File: src/hw/rtl/jsu_pkg.sv
// Shared types, constants and the UTF-8 encoder for the JSON string unescape unit.
// No dependencies; every other file in hw/rtl imports this package.

package jsu_pkg;

  // Width of the running decoded-length counter (8..32); the reported length saturates at 16 bits
  localparam int LENGTH_WIDTH = 16;
  localparam int OUT_LEN_W    = 16;

  // Entry queue between front and back; depth must be a power of two
  localparam int Q_DEPTH = 4;
  localparam int Q_PTR_W = $clog2(Q_DEPTH);

  // Result kinds
  localparam logic [1:0] KIND_BYTE = 2'd0;
  localparam logic [1:0] KIND_END  = 2'd1;
  localparam logic [1:0] KIND_ERR  = 2'd2;

  // Surrogate ranges and supplementary-plane base
  localparam logic [15:0] SURR_HI_MIN = 16'hD800;
  localparam logic [15:0] SURR_HI_MAX = 16'hDBFF;
  localparam logic [15:0] SURR_LO_MIN = 16'hDC00;
  localparam logic [15:0] SURR_LO_MAX = 16'hDFFF;
  localparam logic [20:0] SUPP_BASE   = 21'h10000;

  typedef enum logic [2:0] {
    MODE_PLAIN   = 3'd0,
    MODE_ESC     = 3'd1,
    MODE_HEX     = 3'd2,
    MODE_WANT_BS = 3'd3,
    MODE_WANT_U  = 3'd4,
    MODE_HEX_LO  = 3'd5
  } mode_t;

  typedef enum logic [1:0] {
    ACT_NONE  = 2'd0,
    ACT_BYTES = 2'd1,
    ACT_END   = 2'd2,
    ACT_ERR   = 2'd3
  } act_t;

  typedef struct packed {
    logic [7:0] in_byte;
    logic       end_of_input;
  } in_t;

  typedef struct packed {
    logic [7:0]           out_byte;
    logic [1:0]           kind;
    logic [OUT_LEN_W-1:0] decoded_length;
    logic                 last;
  } out_t;

  typedef struct packed {
    logic [1:0]      nm1;    // byte count minus one
    logic [3:0][7:0] bytes;  // bytes[0] goes out first
  } utf8_t;

  // One queued transaction group: up to four bytes, or an end / error marker
  typedef struct packed {
    logic [1:0]           kind;
    logic [1:0]           nm1;
    logic [3:0][7:0]      bytes;
    logic [OUT_LEN_W-1:0] length;
  } entry_t;

  typedef struct packed {
    logic full;
    logic empty;
  } q_stat_t;

  function automatic utf8_t utf8_encode(input logic [20:0] cp);
    utf8_t r;
    r.bytes = '0;
    if (cp < 21'h80) begin
      r.nm1      = 2'd0;
      r.bytes[0] = cp[7:0];
    end else if (cp < 21'h800) begin
      r.nm1      = 2'd1;
      r.bytes[0] = 8'hC0 | {3'b0, cp[10:6]};
      r.bytes[1] = 8'h80 | {2'b0, cp[5:0]};
    end else if (cp < 21'h10000) begin
      r.nm1      = 2'd2;
      r.bytes[0] = 8'hE0 | {4'b0, cp[15:12]};
      r.bytes[1] = 8'h80 | {2'b0, cp[11:6]};
      r.bytes[2] = 8'h80 | {2'b0, cp[5:0]};
    end else begin
      r.nm1      = 2'd3;
      r.bytes[0] = 8'hF0 | {5'b0, cp[20:18]};
      r.bytes[1] = 8'h80 | {2'b0, cp[17:12]};
      r.bytes[2] = 8'h80 | {2'b0, cp[11:6]};
      r.bytes[3] = 8'h80 | {2'b0, cp[5:0]};
    end
    return r;
  endfunction

endpackage

File: src/hw/rtl/jsu_front.sv
// Front end: accepts raw string bytes, runs the escape decoder and pushes result groups.
// Depends on jsu_pkg.

module jsu_front (
  input  logic             clk,
  input  logic             rst,
  input  logic             in_valid,
  output logic             in_ready,
  input  jsu_pkg::in_t     in_data,
  input  jsu_pkg::q_stat_t q_stat,
  output logic             push,
  output jsu_pkg::entry_t  push_entry
);
  import jsu_pkg::*;

  mode_t                   mode, mode_next;
  logic [1:0]              hex_cnt, hex_cnt_next;
  logic [15:0]             code_accum, code_accum_next;
  logic [9:0]              high_surr, high_surr_next;
  logic [LENGTH_WIDTH-1:0] length_count, length_count_next;

  logic                    accept;
  logic [7:0]              c;
  logic                    hex_ok;
  logic [3:0]              hex_v;
  logic [15:0]             acc_shift;
  logic [20:0]             full_cp;
  utf8_t                   enc;
  logic                    is_hi, is_lo;
  act_t                    act;
  logic                    use_enc;
  logic [7:0]              sbyte;
  logic [1:0]              nm1;
  logic [LENGTH_WIDTH:0]   len_sum;
  logic [LENGTH_WIDTH+OUT_LEN_W-1:0] len_wide;
  logic [OUT_LEN_W-1:0]    len_sat;

  assign in_ready = !q_stat.full;
  assign accept   = in_valid && in_ready;
  assign c        = in_data.in_byte;

  always_comb begin
    hex_ok = 1'b1;
    hex_v  = 4'd0;
    if (c >= "0" && c <= "9") begin
      hex_v = 4'(c - "0");
    end else if (c >= "a" && c <= "f") begin
      hex_v = 4'(c - "a" + 8'd10);
    end else if (c >= "A" && c <= "F") begin
      hex_v = 4'(c - "A" + 8'd10);
    end else begin
      hex_ok = 1'b0;
    end
  end

  assign acc_shift = {code_accum[11:0], hex_v};
  assign is_hi     = (acc_shift >= SURR_HI_MIN) && (acc_shift <= SURR_HI_MAX);
  assign is_lo     = (acc_shift >= SURR_LO_MIN) && (acc_shift <= SURR_LO_MAX);
  assign full_cp   = (mode == MODE_HEX_LO) ? SUPP_BASE + {1'b0, high_surr, acc_shift[9:0]}
                                           : {5'b0, acc_shift};
  assign enc       = utf8_encode(full_cp);

  // Classify the incoming byte
  always_comb begin
    act     = ACT_NONE;
    use_enc = 1'b0;
    sbyte   = c;
    if (in_data.end_of_input) begin
      act = ACT_ERR;
    end else begin
      unique case (mode)
        MODE_ESC: begin
          priority case (c)
            "\"", "\\", "/": act = ACT_BYTES;
            "b": begin act = ACT_BYTES; sbyte = 8'h08; end
            "f": begin act = ACT_BYTES; sbyte = 8'h0C; end
            "n": begin act = ACT_BYTES; sbyte = 8'h0A; end
            "r": begin act = ACT_BYTES; sbyte = 8'h0D; end
            "t": begin act = ACT_BYTES; sbyte = 8'h09; end
            "u": act = ACT_NONE;
            default: act = ACT_ERR;
          endcase
        end
        MODE_HEX, MODE_HEX_LO: begin
          if (!hex_ok) begin
            act = ACT_ERR;
          end else if (hex_cnt != 2'd3) begin
            act = ACT_NONE;
          end else if (mode == MODE_HEX_LO) begin
            act     = is_lo ? ACT_BYTES : ACT_ERR;
            use_enc = 1'b1;
          end else if (is_hi) begin
            act = ACT_NONE;
          end else if (is_lo) begin
            act = ACT_ERR;
          end else begin
            act     = ACT_BYTES;
            use_enc = 1'b1;
          end
        end
        MODE_WANT_BS: act = (c == "\\") ? ACT_NONE : ACT_ERR;
        MODE_WANT_U:  act = (c == "u") ? ACT_NONE : ACT_ERR;
        default: begin
          if (c == "\"") begin
            act = ACT_END;
          end else if (c == "\\") begin
            act = ACT_NONE;
          end else begin
            act = ACT_BYTES;
          end
        end
      endcase
    end
  end

  assign nm1     = use_enc ? enc.nm1 : 2'd0;
  assign len_sum = {1'b0, length_count} + (LENGTH_WIDTH+1)'(nm1) + (LENGTH_WIDTH+1)'(1);

  // Next state
  always_comb begin
    mode_next         = mode;
    hex_cnt_next      = hex_cnt;
    code_accum_next   = code_accum;
    high_surr_next    = high_surr;
    length_count_next = length_count;
    if (accept) begin
      if (act == ACT_ERR || act == ACT_END) begin
        mode_next         = MODE_PLAIN;
        hex_cnt_next      = 2'd0;
        code_accum_next   = 16'd0;
        high_surr_next    = 10'd0;
        length_count_next = '0;
      end else begin
        if (act == ACT_BYTES) begin
          length_count_next = len_sum[LENGTH_WIDTH] ? '1 : len_sum[LENGTH_WIDTH-1:0];
        end
        unique case (mode)
          MODE_ESC: begin
            if (c == "u") begin
              mode_next       = MODE_HEX;
              hex_cnt_next    = 2'd0;
              code_accum_next = 16'd0;
            end else begin
              mode_next = MODE_PLAIN;
            end
          end
          MODE_HEX, MODE_HEX_LO: begin
            if (hex_cnt != 2'd3) begin
              hex_cnt_next    = hex_cnt + 2'd1;
              code_accum_next = acc_shift;
            end else begin
              hex_cnt_next    = 2'd0;
              code_accum_next = 16'd0;
              if (mode == MODE_HEX_LO) begin
                mode_next      = MODE_PLAIN;
                high_surr_next = 10'd0;
              end else if (is_hi) begin
                mode_next      = MODE_WANT_BS;
                high_surr_next = acc_shift[9:0];
              end else begin
                mode_next = MODE_PLAIN;
              end
            end
          end
          MODE_WANT_BS: mode_next = MODE_WANT_U;
          MODE_WANT_U: begin
            mode_next       = MODE_HEX_LO;
            hex_cnt_next    = 2'd0;
            code_accum_next = 16'd0;
          end
          default: begin
            if (c == "\\") begin
              mode_next = MODE_ESC;
            end else begin
              mode_next = MODE_PLAIN;
            end
          end
        endcase
      end
    end
  end

  assign len_wide = (LENGTH_WIDTH+OUT_LEN_W)'(length_count);
  assign len_sat  = (len_wide > (LENGTH_WIDTH+OUT_LEN_W)'({OUT_LEN_W{1'b1}}))
                    ? '1 : len_wide[OUT_LEN_W-1:0];

  // Outputs toward the queue
  always_comb begin
    push             = accept && (act != ACT_NONE);
    push_entry.nm1   = nm1;
    push_entry.bytes = '0;
    push_entry.length = '0;
    unique case (act)
      ACT_END: begin
        push_entry.kind   = KIND_END;
        push_entry.length = len_sat;
      end
      ACT_ERR: push_entry.kind = KIND_ERR;
      default: begin
        push_entry.kind  = KIND_BYTE;
        push_entry.bytes = use_enc ? enc.bytes : {24'b0, sbyte};
      end
    endcase
  end

  always_ff @(posedge clk) begin
    if (rst) begin
      mode         <= MODE_PLAIN;
      hex_cnt      <= 2'd0;
      code_accum   <= 16'd0;
      high_surr    <= 10'd0;
      length_count <= '0;
    end else begin
      mode         <= mode_next;
      hex_cnt      <= hex_cnt_next;
      code_accum   <= code_accum_next;
      high_surr    <= high_surr_next;
      length_count <= length_count_next;
    end
  end

endmodule

File: src/hw/rtl/jsu_fifo.sv
// Small entry queue that decouples the decoder front end from the byte emitter.
// Depends on jsu_pkg.

module jsu_fifo (
  input  logic             clk,
  input  logic             rst,
  input  logic             push,
  input  jsu_pkg::entry_t  push_entry,
  input  logic             pop,
  output jsu_pkg::entry_t  head,
  output jsu_pkg::q_stat_t q_stat
);
  import jsu_pkg::*;

  entry_t             mem [Q_DEPTH];
  logic [Q_PTR_W-1:0] wr_ptr;
  logic [Q_PTR_W-1:0] rd_ptr;
  logic [Q_PTR_W:0]   count;

  assign head         = mem[rd_ptr];
  assign q_stat.full  = (count == (Q_PTR_W+1)'(Q_DEPTH));
  assign q_stat.empty = (count == '0);

  always_ff @(posedge clk) begin
    if (push) begin
      mem[wr_ptr] <= push_entry;
    end
  end

  always_ff @(posedge clk) begin
    if (rst) begin
      wr_ptr <= '0;
      rd_ptr <= '0;
      count  <= '0;
    end else begin
      if (push) begin
        wr_ptr <= wr_ptr + Q_PTR_W'(1);
      end
      if (pop) begin
        rd_ptr <= rd_ptr + Q_PTR_W'(1);
      end
      if (push && !pop) begin
        count <= count + (Q_PTR_W+1)'(1);
      end else if (pop && !push) begin
        count <= count - (Q_PTR_W+1)'(1);
      end
    end
  end

endmodule

File: src/hw/rtl/jsu_back.sv
// Back end: walks the queued entries one byte per cycle into a registered output,
// stalling while out_ready is low. Depends on jsu_pkg.

module jsu_back (
  input  logic             clk,
  input  logic             rst,
  input  jsu_pkg::q_stat_t q_stat,
  input  jsu_pkg::entry_t  head,
  output logic             pop,
  output logic             out_valid,
  input  logic             out_ready,
  output jsu_pkg::out_t    out_data
);
  import jsu_pkg::*;

  logic [1:0] idx, idx_next;
  logic       out_valid_next;
  logic       advance;
  logic       head_last;
  out_t       res;

  assign advance   = !out_valid || out_ready;
  assign head_last = (head.kind != KIND_BYTE) || (idx == head.nm1);
  assign pop       = advance && !q_stat.empty && head_last;

  always_comb begin
    res.out_byte       = head.bytes[idx];
    res.kind           = head.kind;
    res.decoded_length = head.length;
    res.last           = head_last;
  end

  always_comb begin
    idx_next       = idx;
    out_valid_next = out_valid;
    if (advance) begin
      out_valid_next = !q_stat.empty;
      if (!q_stat.empty) begin
        idx_next = head_last ? 2'd0 : idx + 2'd1;
      end
    end
  end

  always_ff @(posedge clk) begin
    if (advance && !q_stat.empty) begin
      out_data <= res;
    end
  end

  always_ff @(posedge clk) begin
    if (rst) begin
      idx       <= 2'd0;
      out_valid <= 1'b0;
    end else begin
      idx       <= idx_next;
      out_valid <= out_valid_next;
    end
  end

endmodule

File: src/hw/rtl/json_string_unescape_utf8_unit.sv
// JSON string body decoder: takes one raw byte per transaction (opening quote already consumed)
// and returns decoded bytes, an end marker with the decoded length, or a parse error. A \uXXXX
// escape expands to one to three UTF-8 bytes, or four for a surrogate pair; a high surrogate
// must be followed by a \u low surrogate. An input byte is accepted every cycle while the
// four-entry queue between the decoder and the emitter has room; the emitter sends one result
// per cycle while out_ready is high, so the bytes of an escape go out one at a time. The
// decoded length saturates at 65535. Depends on jsu_pkg, jsu_front, jsu_fifo and jsu_back.

module json_string_unescape_utf8_unit (
  input  logic           clk,
  input  logic           rst,
  input  logic           in_valid,
  output logic           in_ready,
  input  jsu_pkg::in_t   in_data,
  output logic           out_valid,
  input  logic           out_ready,
  output jsu_pkg::out_t  out_data
);
  import jsu_pkg::*;

  q_stat_t q_stat;
  logic    q_push;
  logic    q_pop;
  entry_t  push_entry;
  entry_t  head;

  jsu_front u_front (
    .clk        (clk),
    .rst        (rst),
    .in_valid   (in_valid),
    .in_ready   (in_ready),
    .in_data    (in_data),
    .q_stat     (q_stat),
    .push       (q_push),
    .push_entry (push_entry)
  );

  jsu_fifo u_fifo (
    .clk        (clk),
    .rst        (rst),
    .push       (q_push),
    .push_entry (push_entry),
    .pop        (q_pop),
    .head       (head),
    .q_stat     (q_stat)
  );

  jsu_back u_back (
    .clk       (clk),
    .rst       (rst),
    .q_stat    (q_stat),
    .head      (head),
    .pop       (q_pop),
    .out_valid (out_valid),
    .out_ready (out_ready),
    .out_data  (out_data)
  );

`ifndef SYNTH
  a_no_overflow: assert property (@(posedge clk) disable iff (rst)
    q_push |-> !q_stat.full)
    else $error("queue push while full");

  a_marker_is_last: assert property (@(posedge clk) disable iff (rst)
    out_valid && (out_data.kind != KIND_BYTE) |-> out_data.last)
    else $error("end or error transaction not marked last");

  a_len_only_on_end: assert property (@(posedge clk) disable iff (rst)
    out_valid && (out_data.kind != KIND_END) |-> (out_data.decoded_length == '0))
    else $error("nonzero length on byte or error transaction");
`endif

endmodule
File: config.mk
export PLATFORM = sky130hd
export DESIGN_NAME = json_string_unescape_utf8_unit
export DESIGN_NICKNAME = d
export VERILOG_FILES = /design/src/hw/rtl/jsu_pkg.sv /design/src/hw/rtl/jsu_front.sv /design/src/hw/rtl/jsu_fifo.sv /design/src/hw/rtl/jsu_back.sv /design/src/hw/rtl/json_string_unescape_utf8_unit.sv
export SDC_FILE = /design/constraint.sdc
export NUM_CORES = 1
export LEC_CHECK = 0
export BUFFER_PORTS_ARGS = -buffer_cell sky130_fd_sc_hd__buf_2
export CAP_MARGIN = 15
export CORE_MARGIN = 8
export CORE_UTILIZATION = 56
export CTS_BUF_LIST = sky130_fd_sc_hd__clkbuf_8
export DETAILED_ROUTE_END_ITERATION = 8
export PLACE_DENSITY = 0.73
export REMOVE_ABC_BUFFERS = 1
export SYNTH_ARGS = -nofsm -noshare
export SYNTH_HDL_FRONTEND = slang
export SYNTH_SLANG_ARGS = --single-unit
File: constraint.sdc
create_clock -name clk -period 6.34 [get_ports clk]
set_input_delay 0.951 -clock clk [delete_from_list [all_inputs] [get_ports clk]]
set_output_delay 0.951 -clock clk [all_outputs]
set_load 0.02 [all_outputs]
Word-level counts from Yosys, hierarchy flattened
Memory sizes are Yosys's and may differ from the RTL's. A register that Yosys moved wholly into a read port is not among the register bits.
Cells that the tools add are included.
- bits in registers: 80
- RAM bits: 208
- bits of input ports: 13
- output and inout bits: 29
- logic and storage cells: 180
- memories: 1
- add/subtract/negate cells: 14
- order comparisons: 15
- eq/ne operators: 23
- mux-type cells: 77
- bitwise logic cells: 1
- reductions and logical operators: 35
- memory list (memory ; words ; bits a word ; read ports ; clocked after memory_dff ; wr ports ; RTL line ; text):
    u_fifo.mem ; 4 ; 52 ; 1 ; 1 ; 1 ; jsu_fifo.sv:15 ; entry_t mem [Q_DEPTH];
- operator list (operator ; number):
    two-way mux 16 bit ; 7
    two-way mux 32 bit ; 2
    equality test 8 x 7 -> 1 bit, second input constant ; 7
    two-way mux 10 bit ; 5
    two-way mux 2 bit ; 21
    two-way mux 8 bit ; 5
    one-hot mux 8 bit (5 select lines) ; 1
    two-way mux 12 bit ; 3
    one-hot mux 12 bit (3 select lines) ; 1
    greater-or-equal comparator 16 bit, second input constant ; 2
    <= comparator 16 bit, second input constant ; 2
    two-way mux 24 bit ; 1
    two-way mux 22 bit ; 1
    adder 17 x 20 -> 21 bit, first input constant ; 1
    less-than comparator 21 x 12 -> 1 bit, second input constant ; 1
    less-than comparator 21 x 17 -> 1 bit, second input constant ; 1
    less-than comparator 21 x 8 -> 1 bit, second input constant ; 1
    two-way mux 21 bit ; 1
    adder 16 x 2 -> 17 bit ; 1
    adder 17 x 1 -> 17 bit, second input constant ; 1
    binary-select mux 8 bit (select 2 bit) ; 1
    equality test 8 x 6 -> 1 bit, second input constant ; 2
    greater-or-equal comparator 8 x 7 -> 1 bit, second input constant ; 2
    greater-than comparator 16 bit, second input constant ; 1
    other kinds (38) ; 94

Depth between registers and ports, before layout
Gate-level depths: netlist (run 1).
- depth after elaboration: 20
- mapped depth: 21
- depth with buffers taken out: 18

Hierarchy
Synthesis (run 1) repeated with hierarchy kept, for this count alone.
- cell total of the unflattened synthesis: 873
- area, all modules: 12797.3 um^2
- by module, submodules not included (module ; times used ; cells an instance ; area each (um^2) ; sequential area each (um^2)):
    jsu_fifo ; 1 ; 316 ; 7993.9 ; 6426.2
    jsu_front ; 1 ; 499 ; 3622.2 ; 860.8
    jsu_back ; 1 ; 58 ; 1181.1 ; 870.8

Worst setup path before layout (run 1)
No wires, ideal clock.
- path type: input port to flip-flop
- start: input port in_data[3] (netlist bit)
- end: register u_front.length_count[11]
- setup time: 0.087 ns
- arrival time: 4.845 ns
- required time: 6.253 ns
- path slack: 1.408 ns
- cell stages on the path: 20
- path buffers: 4
- path through: buf_6 and2_1 buf_6 or4_4 o21a_1 nor3_1 and2_1 nand2_1 ha_1 fa_1 inv_1 nand4_1 or2_2 clkbuf_1 or3_1 buf_1 and2_1 a21bo_2 o211ai_1 o31ai_1
- word-level cells in the longest chain between the ends: 20
- elaborated cells between the ends (all ways): 76
- classes of those cells: add/sub (8); order compare (13); eq/ne (12); mux (34); reduce/logical (9)
- RTL lines (item ; RTL line ; text):
    from (decl) ; json_string_unescape_utf8_unit.sv:14 ; input jsu_pkg::in_t in_data,
    parallel branches: the longest is 20 deep, another holds adder 17 x 20 -> 21 bit ; - ;
    to (signal assigned) ; jsu_front.sv:218 ; length_count <= length_count_next;
    to (decl) ; jsu_front.sv:20 ; logic [LENGTH_WIDTH-1:0] length_count, length_count_next;
Several ways; the timed one is not identified. The select of a mux whose other input is x is not followed.
A chain may end at the register's enable or synchronous reset.

Worst setup path in the final report (run 1)
- start: register u_front.mode[0]
- end: register u_front.length_count[6]
- word-level cells in the longest chain between the ends: 12
- elaborated cells between the ends (all ways): 35
- classes of those cells: add/sub (2); order compare (3); eq/ne (8); mux (18); reduce/logical (4)
- RTL lines (item ; RTL line ; text):
    from (decl) ; jsu_front.sv:16 ; mode_t mode, mode_next;
    from (signal assigned) ; jsu_front.sv:214 ; mode <= mode_next;
    equality test 3 bit ; jsu_front.sv:59, jsu_front.sv:71, jsu_front.sv:89 ;
    two-way mux 21 bit or two-way mux 1 bit (tied branches) ; jsu_front.sv:59, jsu_front.sv:89 ;
    less-than comparator 21 x 17 -> 1 bit or two-way mux 1 bit (tied branches) ; jsu_pkg.sv:82, jsu_front.sv:87 ;
    two-way mux 1 bit (on tied branches) ; jsu_pkg.sv:82, jsu_front.sv:85 ;
    two-way mux 2 bit or two-way mux 1 bit (tied branches) ; jsu_pkg.sv:78, jsu_front.sv:71 ;
    two-way mux 2 bit or two-way mux 1 bit (tied branches) ; jsu_pkg.sv:75, jsu_front.sv:68 ;
    two-way mux 2 bit ; jsu_front.sv:116 ; assign nm1 = use_enc ? enc.nm1 : 2'd0;
    adder 16 x 2 -> 17 bit ; jsu_front.sv:117 ; assign len_sum = {1'b0, length_count} + (LENGTH_WIDTH+1)'(nm1) + (LENGTH_WIDTH+1)'(1);
    adder 17 x 1 -> 17 bit ; jsu_front.sv:117 ;
    two-way mux 16 bit ; jsu_front.sv:135 ; length_count_next = len_sum[LENGTH_WIDTH] ? '1 : len_sum[LENGTH_WIDTH-1:0];
    two-way mux 16 bit ; jsu_front.sv:134 ; if (act == ACT_BYTES) begin
    two-way mux 16 bit ; jsu_front.sv:127 ; if (act == ACT_ERR || act == ACT_END) begin
Parallel ways exist; a longest one is shown, timed or not. The select of a mux whose other input is x is not followed.

==> impl_metrics.py, run 1 <==
metrics = {
    "outcome": {
        "status": "finished, final reports clean",
    },
    "global_route": {
        "grt_use_total": 0.197,
        "grt_max_degree": 50,
        "antenna_found_initial": 0,
        "grt_first_pass_wirelength_um": 41000,
        "grt_pass1_vias": 7444,
        "grt_overflow": 0,
    },
    "logic_synthesis": {
        "synth_area_um2": 12100,
        "ys_types": 74,
        "yosysWarnings": 0,
        "ys_ff_latch": 278,
        "synthFlopType": "edfxtp_1",
        "synth_top_family_by_area": "multiplexers",
        "yosysSeqAreaShare": 0.643,
        "synth_xor_xnor_area_share": 0.00577,
        "async_flop_share": 0,
        "synth.largest_area_cell": "edfxtp_1",
        "synth_fa_ha_area_frac": 0.0167,
        "synthCells": 846,
        "ys_top_cells_by_area": "edfxtp_1, mux4_2, dfxtp_1",
        "synth-compound-area-share": 0.0908,
        "synth_edf_count": 223,
        "synth_top_area_frac": 0.552,
        "syn_area_per_cell_um2": 14.3,
        "yosys.area_share.simple": 0.107,
        "muxShareOfSynthArea": 0.114,
    },
    "critical_path": {
        "worstPathMaxFanout": 12,
        "cpPeakStageDelay_ns": 0.75,
        "crit_type": "flip-flop to flip-flop",
        "cp_top_family": "simple AND/OR/NAND/NOR gates",
        "cp.arrival_ns": 5.62,
        "required_ns": 6.74,
        "cpMostUsedCell": "and2_1",
        "crit_cells": 16,
        "end_kind": "flip-flop",
        "cp_slowest_cell": "nor4b_1",
        "crit_path_start_kind": "flip-flop",
        "reg2reg_depth": 16,
        "path_buf_inv": 1,
        "path_cells": "and3b_1 > mux2i_1 > nor4b_1 > nand3b_1 > and2_1 > nand2_1 > ha_1 > fa_1 > inv_1 > nand4_1 > or2_2 > or3_1 > and2_1 > a21bo_2 > o41ai_1 > a21oi_1",
    },
    "placed_design": {
        "gp_congestion": 0.883,
        "dp_hpwl_um": 16700,
        "io_buffers": 41,
        "post-place-cells": 1137,
        "preCtsSetupSlack_ns": 0.951,
    },
    "die": {
        "coreArea_um2": 21600,
        "start_util": 0.563,
        "fp-row-count": 54,
        "die-area_um2": 26600,
        "io_pins": 42,
        "die_x_um": 163,
        "die_y_um": 163,
    },
    "drt": {
        "via_per_inst": 6.13,
        "vias": 7462,
        "wl_um": 25700,
        "drc": 0,
        "drt_iter0_drc": 684,
        "ant_nets": 0,
        "wire_per_inst_um": 21.1,
        "drtPass1Iterations": 5,
    },
    "hold_path": {
        "worstHoldPathCells": 2,
        "min_path_type": "flip-flop to flip-flop",
    },
    "power": {
        "power.total_mw": 4.67,
        "p_leak_nw": 4.47,
        "ir_drop_mv": 0.278,
        "powerDensity_nw_per_um2": 348,
    },
    "cells_and_area": {
        "nNetsFinal": 931,
        "diodes": 0,
        "layoutNonFillerInstCount": 1218,
        "drive_gt1_frac": 0.201,
        "layout_common_cells": "edfxtp_1, nor2_1, mux4_2, nand2_1, dfxtp_1",
        "layout_commonest_cell": "edfxtp_1",
        "nFillCells": 1615,
        "area_growth_pct": 10.6,
        "fin_util": 0.623,
    },
    "sta": {
        "setup_tns_ns": 0,
        "setup-violations-final": 0,
        "layout_setup_ws_ns": 1.12,
        "finalHoldViolCount": 0,
        "drv_slew": 0,
        "finClkSkew_ns": 0.0265,
        "post-route-min-period_ns": 5.22,
        "max_clock_freq_mhz": 192,
        "tightest_slew_ns": 0.855,
        "slew_headroom": 0.422,
        "grt_setup_unrepaired": "false",
        "period_share": 0.823,
    },
    "flow_run": {
        "max_cap_violations": 0,
    },
    "clock_network": {
        "path_clk_slew_ns": 0.06,
        "insertion_delay_ns": 0.55,
        "cts_setup_buffers": 0,
        "cts_tree": "built",
        "cts.sinks": 278,
        "cts_buffers": 44,
        "cts_resized": 0,
        "cts_hold_buf": 0,
        "cts_htree_levels": 2,
        "clockBufferDepth": 3,
        "cts_root_buf": "clkbuf_8",
    },
}
registers in the layout, summed over array words and instances (netlist names), 3 cells and up, named ones only:
signal                cells
u_back.out_data          27
u_fifo.count              3
u_fifo.mem              196
u_front.code_accum       12
u_front.high_surr        10
u_front.length_count     16
u_front.mode              3
report_power, final:
group | leakage, nW | internal (mW) | switching, mW
sequential | 2.44 | 2.26 | 0.118
combinational | 1.56 | 0.413 | 0.534
clock | 0.476 | 0.686 | 0.661
worst reg2reg max path: cells and delay by family, from the launching register on:
kind                     cells  cell delay (ns)
AO/OA/AOI/OAI                3             0.72
AND/OR/NAND/NOR              9             2.90
buffers and inverters        1             0.09
adder cells (fa/ha/maj)      2             0.45
multiplexers                 1             0.42
flip-flops                   1             0.53
cells by family after synthesis:
logic type | after synthesis
adder cells (fa/ha/maj) | 15
AND/OR/NAND/NOR | 249
multiplexers | 68
XOR/XNOR | 8
AO/OA/AOI/OAI | 163
flip-flops | 278
buffers and inverters | 65
worst paths after layout:
path / startpoint / endpoint / slack (ns)
max reg2reg: u_front.mode[0] / u_front.length_count[6] / 1.12
max: u_front.mode[0] / u_front.length_count[6] / 1.12
min reg2reg: u_front.hex_cnt[1] / u_front.hex_cnt[1] / 0.47
min: u_front.hex_cnt[1] / u_front.hex_cnt[1] / 0.47
stage by stage:
| stage | hold WS (ns) | area [um2] |
|---|---|---|
| 2_1_floorplan | 0.430 | 11900 |
| 3_3_place_gp | 0.445 | 12600 |
| 6_report | 0.465 | 13400 |
| 4_1_cts | 0.465 | 13400 |
| 5_1_grt | 0.493 | 13400 |
| 3_5_place_dp | 0.456 | 12600 |
area by class of cell:
class / count / area, um2 / share of cell area
flip-flops and latches: 278 / 7800 / 0.581
multi-input cells: 503 / 4060 / 0.303
clock buffers: 47 / 647 / 0.0482
well taps: 280 / 350 / 0.0261
repair buffers: 52 / 325 / 0.0242
clock inverters: 34 / 143 / 0.0106
inverters: 24 / 90.1 / 0.00671
synth_stat cells (6+ instances only):
cell,instances
a31oi_1,8
o21ai_0,23
buf_1,6
a211oi_1,9
nor3_1,16
clkbuf_1,21
and3_1,7
o211ai_1,6
a22o_1,10
a22oi_1,9
mux2i_1,10
nor2b_1,6
o31ai_1,7
edfxtp_1,223
and2_1,26
dfxtp_1,55
nor2_1,62
nand3_1,22
inv_1,22
mux4_2,56
nand4_1,8
o22ai_1,6
a21oi_1,47
nand2_1,54
ha_1,13
nand2b_1,9
buf_2,10
per-layer routing:
metal | global-route usage | up-vias | wire length, um
met5 | 0 | - | 0
met4 | 0.0767 | 0 | 739
met3 | 0.0408 | 48 | 2000
met2 | 0.308 | 329 | 11900
met1 | 0.269 | 3651 | 11100
li1 | - | 3434 | -
(Power assumes the default switching activity.)
==> inputs of run 2 (changes only) <==
clock period = 5.2 ns   (was 6.34 ns; I/O delays follow)
==> impl_metrics.py, run 2 (synthesized netlist as in run 1, its figures left out) <==
metrics = {
    "outcome": {
        "status": "finished, final reports clean",
    },
    "clock_network": {
        "cts.sinks": 278,
        "cts_buffers": 44,
        "cts_setup_buffers": 0,
        "insertion_delay_ns": 0.56,
        "cts_hold_buf": 0,
        "cts_resized": 0,
        "cts_tree": "built",
        "cts_htree_levels": 2,
        "clockBufferDepth": 3,
        "cts_root_buf": "clkbuf_8",
        "path_clk_slew_ns": 0.06,
    },
    "sta": {
        "setup-violations-final": 0,
        "slew_headroom": 0.389,
        "layout_setup_ws_ns": 0.398,
        "max_clock_freq_mhz": 208,
        "drv_slew": 0,
        "post-route-min-period_ns": 4.80,
        "finalHoldViolCount": 0,
        "grt_setup_unrepaired": "false",
        "tightest_slew_ns": 0.916,
        "period_share": 0.923,
        "finClkSkew_ns": 0.0199,
        "setup_tns_ns": 0,
    },
    "cells_and_area": {
        "area_growth_pct": 12.0,
        "diodes": 0,
        "largest_reg_flops": 196,
        "largest_register": "u_fifo.mem",
        "nNetsFinal": 939,
        "nFillCells": 1582,
        "reg_top3": "u_fifo.mem x196, u_back.out_data x27, u_front.length_count x16",
        "layout_common_cells": "edfxtp_1, nor2_1, mux4_2, nand2_1",
        "drive_gt1_frac": 0.214,
        "layout_commonest_cell": "edfxtp_1",
    },
    "placed_design": {
        "io_buffers": 41,
        "gp_congestion": 0.937,
        "preCtsSetupSlack_ns": 0.131,
        "dp_hpwl_um": 16700,
    },
    "critical_path": {
        "crit_type": "flip-flop to flip-flop",
        "cpPeakStageDelay_ns": 0.58,
        "required_ns": 5.67,
        "worstPathMaxFanout": 12,
        "crit_path_start_kind": "flip-flop",
        "cpMostUsedCell": "and2_1",
        "path_buf_inv": 1,
        "path_cells": "and3b_1 > nor3_1 > o2111ai_1 > nand3b_1 > and2_1 > nand2_1 > ha_1 > fa_1 > inv_1 > nand4_1 > or2_2 > or3_1 > and2_1 > a21bo_2 > o41ai_1 > a21oi_1",
        "cp.arrival_ns": 5.27,
        "end_kind": "flip-flop",
        "cp_top_family": "simple AND/OR/NAND/NOR gates",
        "cp_slowest_cell": "and3b_1",
    },
    "drt": {
        "drtPass1Iterations": 7,
        "wire_per_inst_um": 21.0,
        "ant_nets": 0,
        "drt_iter0_drc": 741,
        "via_per_inst": 6.15,
        "drc": 0,
        "vias": 7550,
        "wl_um": 25800,
    },
    "global_route": {
        "grt_max_degree": 50,
        "antenna_found_initial": 0,
        "grt_pass1_vias": 7507,
        "grt_overflow": 0,
        "grt_first_pass_wirelength_um": 41000,
        "grt_use_total": 0.197,
    },
    "flow_run": {
        "max_cap_violations": 0,
    },
    "die": {
        "io_pins": 42,
        "fp-row-count": 54,
        "die-area_um2": 26600,
        "start_util": 0.563,
        "coreArea_um2": 21600,
        "die_y_um": 163,
        "die_x_um": 163,
    },
    "power": {
        "powerDensity_nw_per_um2": 431,
        "ir_drop_mv": 0.215,
        "p_leak_nw": 4.55,
    },
    "hold_path": {
        "min_path_type": "flip-flop to flip-flop",
    },
}
## run 2: cell types whose count changed in the layout (fill, tap and decap cells not counted), sizes merged
cell    change
bufinv      +1
buf         +8
inv         -2
clkbuf      +6
clkinv      -4
## run 2: final timing paths
check,endpoint,cells after the start,slack [ns],from
hold / removal,u_front.hex_cnt[1],2,0.46,u_front.hex_cnt[1]
setup reg to reg,u_front.length_count[6],16,0.40,u_front.mode[2]
hold reg to reg,u_front.hex_cnt[1],2,0.46,u_front.hex_cnt[1]
setup / recovery,u_front.length_count[6],16,0.40,u_front.mode[2]
## run 2: metal layers
metal,vias up,GRT usage,wire length [um],part of all wire
li1,3456,-,-,-
met1,3721,0.272,11500,0.45
met2,324,0.307,11800,0.46
met3,49,0.0406,1880,0.073
met4,0,0.0646,588,0.023
met5,-,0,0,0
## run 2: final cells by class
| type | count | area, um2 | area share |
|---|---|---|---|
| clock buffers | 53 | 729 | 0.0537 |
| well taps | 280 | 350 | 0.0258 |
| inverters | 24 | 90.1 | 0.00663 |
| multi-input cells | 503 | 4060 | 0.299 |
| clock inverters | 29 | 155 | 0.0114 |
| flip-flops and latches | 278 | 7800 | 0.574 |
| repair buffers | 60 | 398 | 0.0293 |
## run 2: report_power, final
| group | internal (mW) | switching [mW] | leakage (nW) |
|---|---|---|---|
| Combinational | 0.508 | 0.638 | 1.60 |
| Sequential | 2.75 | 0.153 | 2.44 |
| Clock | 0.980 | 0.830 | 0.512 |
## run 2: worst reg2reg max path, delay by kind of cell, from the launching register on
family,cells,cell delay [ns]
simple gates,9,2.32
compound gates,4,1.08
fa+ha+maj,2,0.71
flops,1,0.50
buf+inv,1,0.12
## run 2: through the flow
step | cell area [um2] | util | hold slack [ns] | instances | total power [mW]
floorplan | 11900 | - | 0.430 | 805 | 3.75
global placement | 12700 | 0.589 | 0.443 | 1145 | 4.10
detailed placement | 12700 | 0.589 | 0.453 | 1145 | 4.13
CTS | 13600 | 0.631 | 0.461 | 1227 | 5.94
global route | 13600 | 0.631 | 0.499 | 1227 | 6.14
finish | 13600 | 0.631 | 0.461 | 1227 | 5.86
==> inputs of run 3 (changes only) <==
CORE_UTILIZATION = 40   (was 56)
PLACE_DENSITY = 0.55   (was 0.73)
==> impl_metrics.py, run 3 (synthesized netlist as in run 1, its figures left out) <==
metrics = {
    "die": {
        "coreArea_um2": 29800,
        "fp-row-count": 63,
        "die_x_um": 190,
        "die_y_um": 190,
        "io_pins": 42,
        "start_util": 0.407,
        "die-area_um2": 36200,
    },
    "cells_and_area": {
        "largest_reg_flops": 196,
        "drive_gt1_frac": 0.212,
        "area_growth_pct": 13.0,
        "layout_commonest_cell": "edfxtp_1",
        "nFillCells": 2686,
        "diodes": 0,
        "reg_top3": "u_fifo.mem x196, u_back.out_data x27, u_front.length_count x16",
        "layout_common_cells": "edfxtp_1, nor2_1, mux4_2, nand2_1, dfxtp_1",
        "largest_register": "u_fifo.mem",
        "nNetsFinal": 942,
    },
    "drt": {
        "drtPass1Iterations": 5,
        "wl_um": 27400,
        "vias": 7433,
        "via_per_inst": 5.55,
        "ant_nets": 0,
        "drt_iter0_drc": 564,
        "wire_per_inst_um": 20.4,
        "drc": 0,
    },
    "sta": {
        "drv_slew": 0,
        "setup_tns_ns": 0,
        "tightest_slew_ns": 0.930,
        "setup-violations-final": 0,
        "finClkSkew_ns": 0.0310,
        "slew_headroom": 0.375,
        "finalHoldViolCount": 0,
        "grt_setup_unrepaired": "false",
        "period_share": 0.878,
        "max_clock_freq_mhz": 219,
        "post-route-min-period_ns": 4.57,
    },
    "global_route": {
        "grt_use_total": 0.151,
        "grt_max_degree": 43,
        "grt_pass1_vias": 7421,
        "grt_overflow": 0,
        "antenna_found_initial": 0,
        "grt_first_pass_wirelength_um": 42800,
    },
    "flow_run": {
        "max_cap_violations": 0,
    },
    "critical_path": {
        "cp.arrival_ns": 5.01,
        "path_cells": "and3b_1 > nor3_1 > o2111ai_1 > nand3b_1 > and2_1 > nand2_1 > ha_1 > fa_1 > inv_1 > nand4_1 > or2_2 > or3_1 > and2_1 > a21bo_2 > o211ai_1 > o31ai_1",
        "r2r-start": "u_front.mode[0]",
        "required_ns": 5.64,
        "cpMostUsedCell": "and2_1",
        "cpPeakStageDelay_ns": 0.56,
        "cp_top_family": "simple AND/OR/NAND/NOR gates",
        "crit_path_start": "u_front.mode[0]",
        "crit_type": "flip-flop to flip-flop",
        "end_kind": "flip-flop",
        "path_buf_inv": 1,
        "reg2reg_slack_ns": 0.63,
        "crit_path_start_kind": "flip-flop",
        "worstPathMaxFanout": 12,
        "cp_slowest_cell": "and3b_1",
    },
    "hold_path": {
        "min_path_type": "flip-flop to flip-flop",
        "worstHoldStart": "u_front.hex_cnt[1]",
    },
    "clock_network": {
        "cts_hold_buf": 0,
        "path_clk_slew_ns": 0.06,
        "cts_htree_levels": 2,
        "cts_resized": 0,
        "clockBufferDepth": 3,
        "insertion_delay_ns": 0.55,
        "cts_root_buf": "clkbuf_8",
        "cts_buffers": 46,
        "cts_tree": "built",
        "cts.sinks": 278,
        "cts_setup_buffers": 0,
    },
    "power": {
        "ir_drop_mv": 0.187,
        "p_leak_nw": 4.56,
        "power.total_mw": 5.89,
        "powerDensity_nw_per_um2": 429,
    },
    "placed_design": {
        "dp_hpwl_um": 17600,
        "gp_congestion": 0.890,
        "io_buffers": 41,
    },
    "outcome": {
        "status": "finished, final reports clean",
    },
}
## run 3: report_power, final
part | internal [mW] | total (mW) | switching (mW)
registers | 2.75 | 2.90 | 0.147
clock network | 0.986 | 1.82 | 0.838
logic | 0.507 | 1.17 | 0.659
## run 3: layout make-up
| type | instances | area (um2) | share of cell area |
|---|---|---|---|
| repair buffers | 61 | 393 | 0.0286 |
| clock inverters | 33 | 193 | 0.0140 |
| inverters | 24 | 90.1 | 0.00657 |
| multi-input cells | 503 | 4060 | 0.296 |
| flip-flops and latches | 278 | 7800 | 0.569 |
| well taps | 390 | 488 | 0.0356 |
| clock buffers | 50 | 688 | 0.0502 |
## run 3: worst paths after layout
check	endpoint	depth (start not counted)
min reg2reg	u_front.hex_cnt[1]	2
min	u_front.hex_cnt[1]	2
max	u_front.length_count[9]	16
max reg2reg	u_front.length_count[9]	16
## run 3: worst register-to-register path, delay by kind of cell, from the launching register on
family | cells | cell delay, ns
AO/OA/AOI/OAI | 4 | 0.92
adder cells (fa/ha/maj) | 2 | 0.72
buffers and inverters | 1 | 0.12
flip-flops | 1 | 0.51
AND/OR/NAND/NOR | 9 | 2.21
## run 3: through the flow
step | hold WS (ns) | std cells | instance area, um2 | setup WS (ns) | util
2_1_floorplan | 0.430 | 805 | 11900 | 0.558 | -
3_3_place_gp | 0.446 | 1256 | 12800 | 0.257 | 0.431
3_5_place_dp | 0.454 | 1256 | 12800 | 0.167 | 0.431
4_1_cts | 0.462 | 1339 | 13700 | 0.646 | 0.460
5_1_grt | 0.488 | 1339 | 13700 | 0.307 | 0.460
6_report | 0.462 | 1339 | 13700 | 0.633 | 0.460
## run 3: layer usage
layer  GRT usage  vias up  share of wire
li1            -     3459              -
met1       0.214     3693           0.47
met2       0.232      241           0.45
met3      0.0276       40          0.060
met4      0.0483        0          0.022
met5           0        -              0
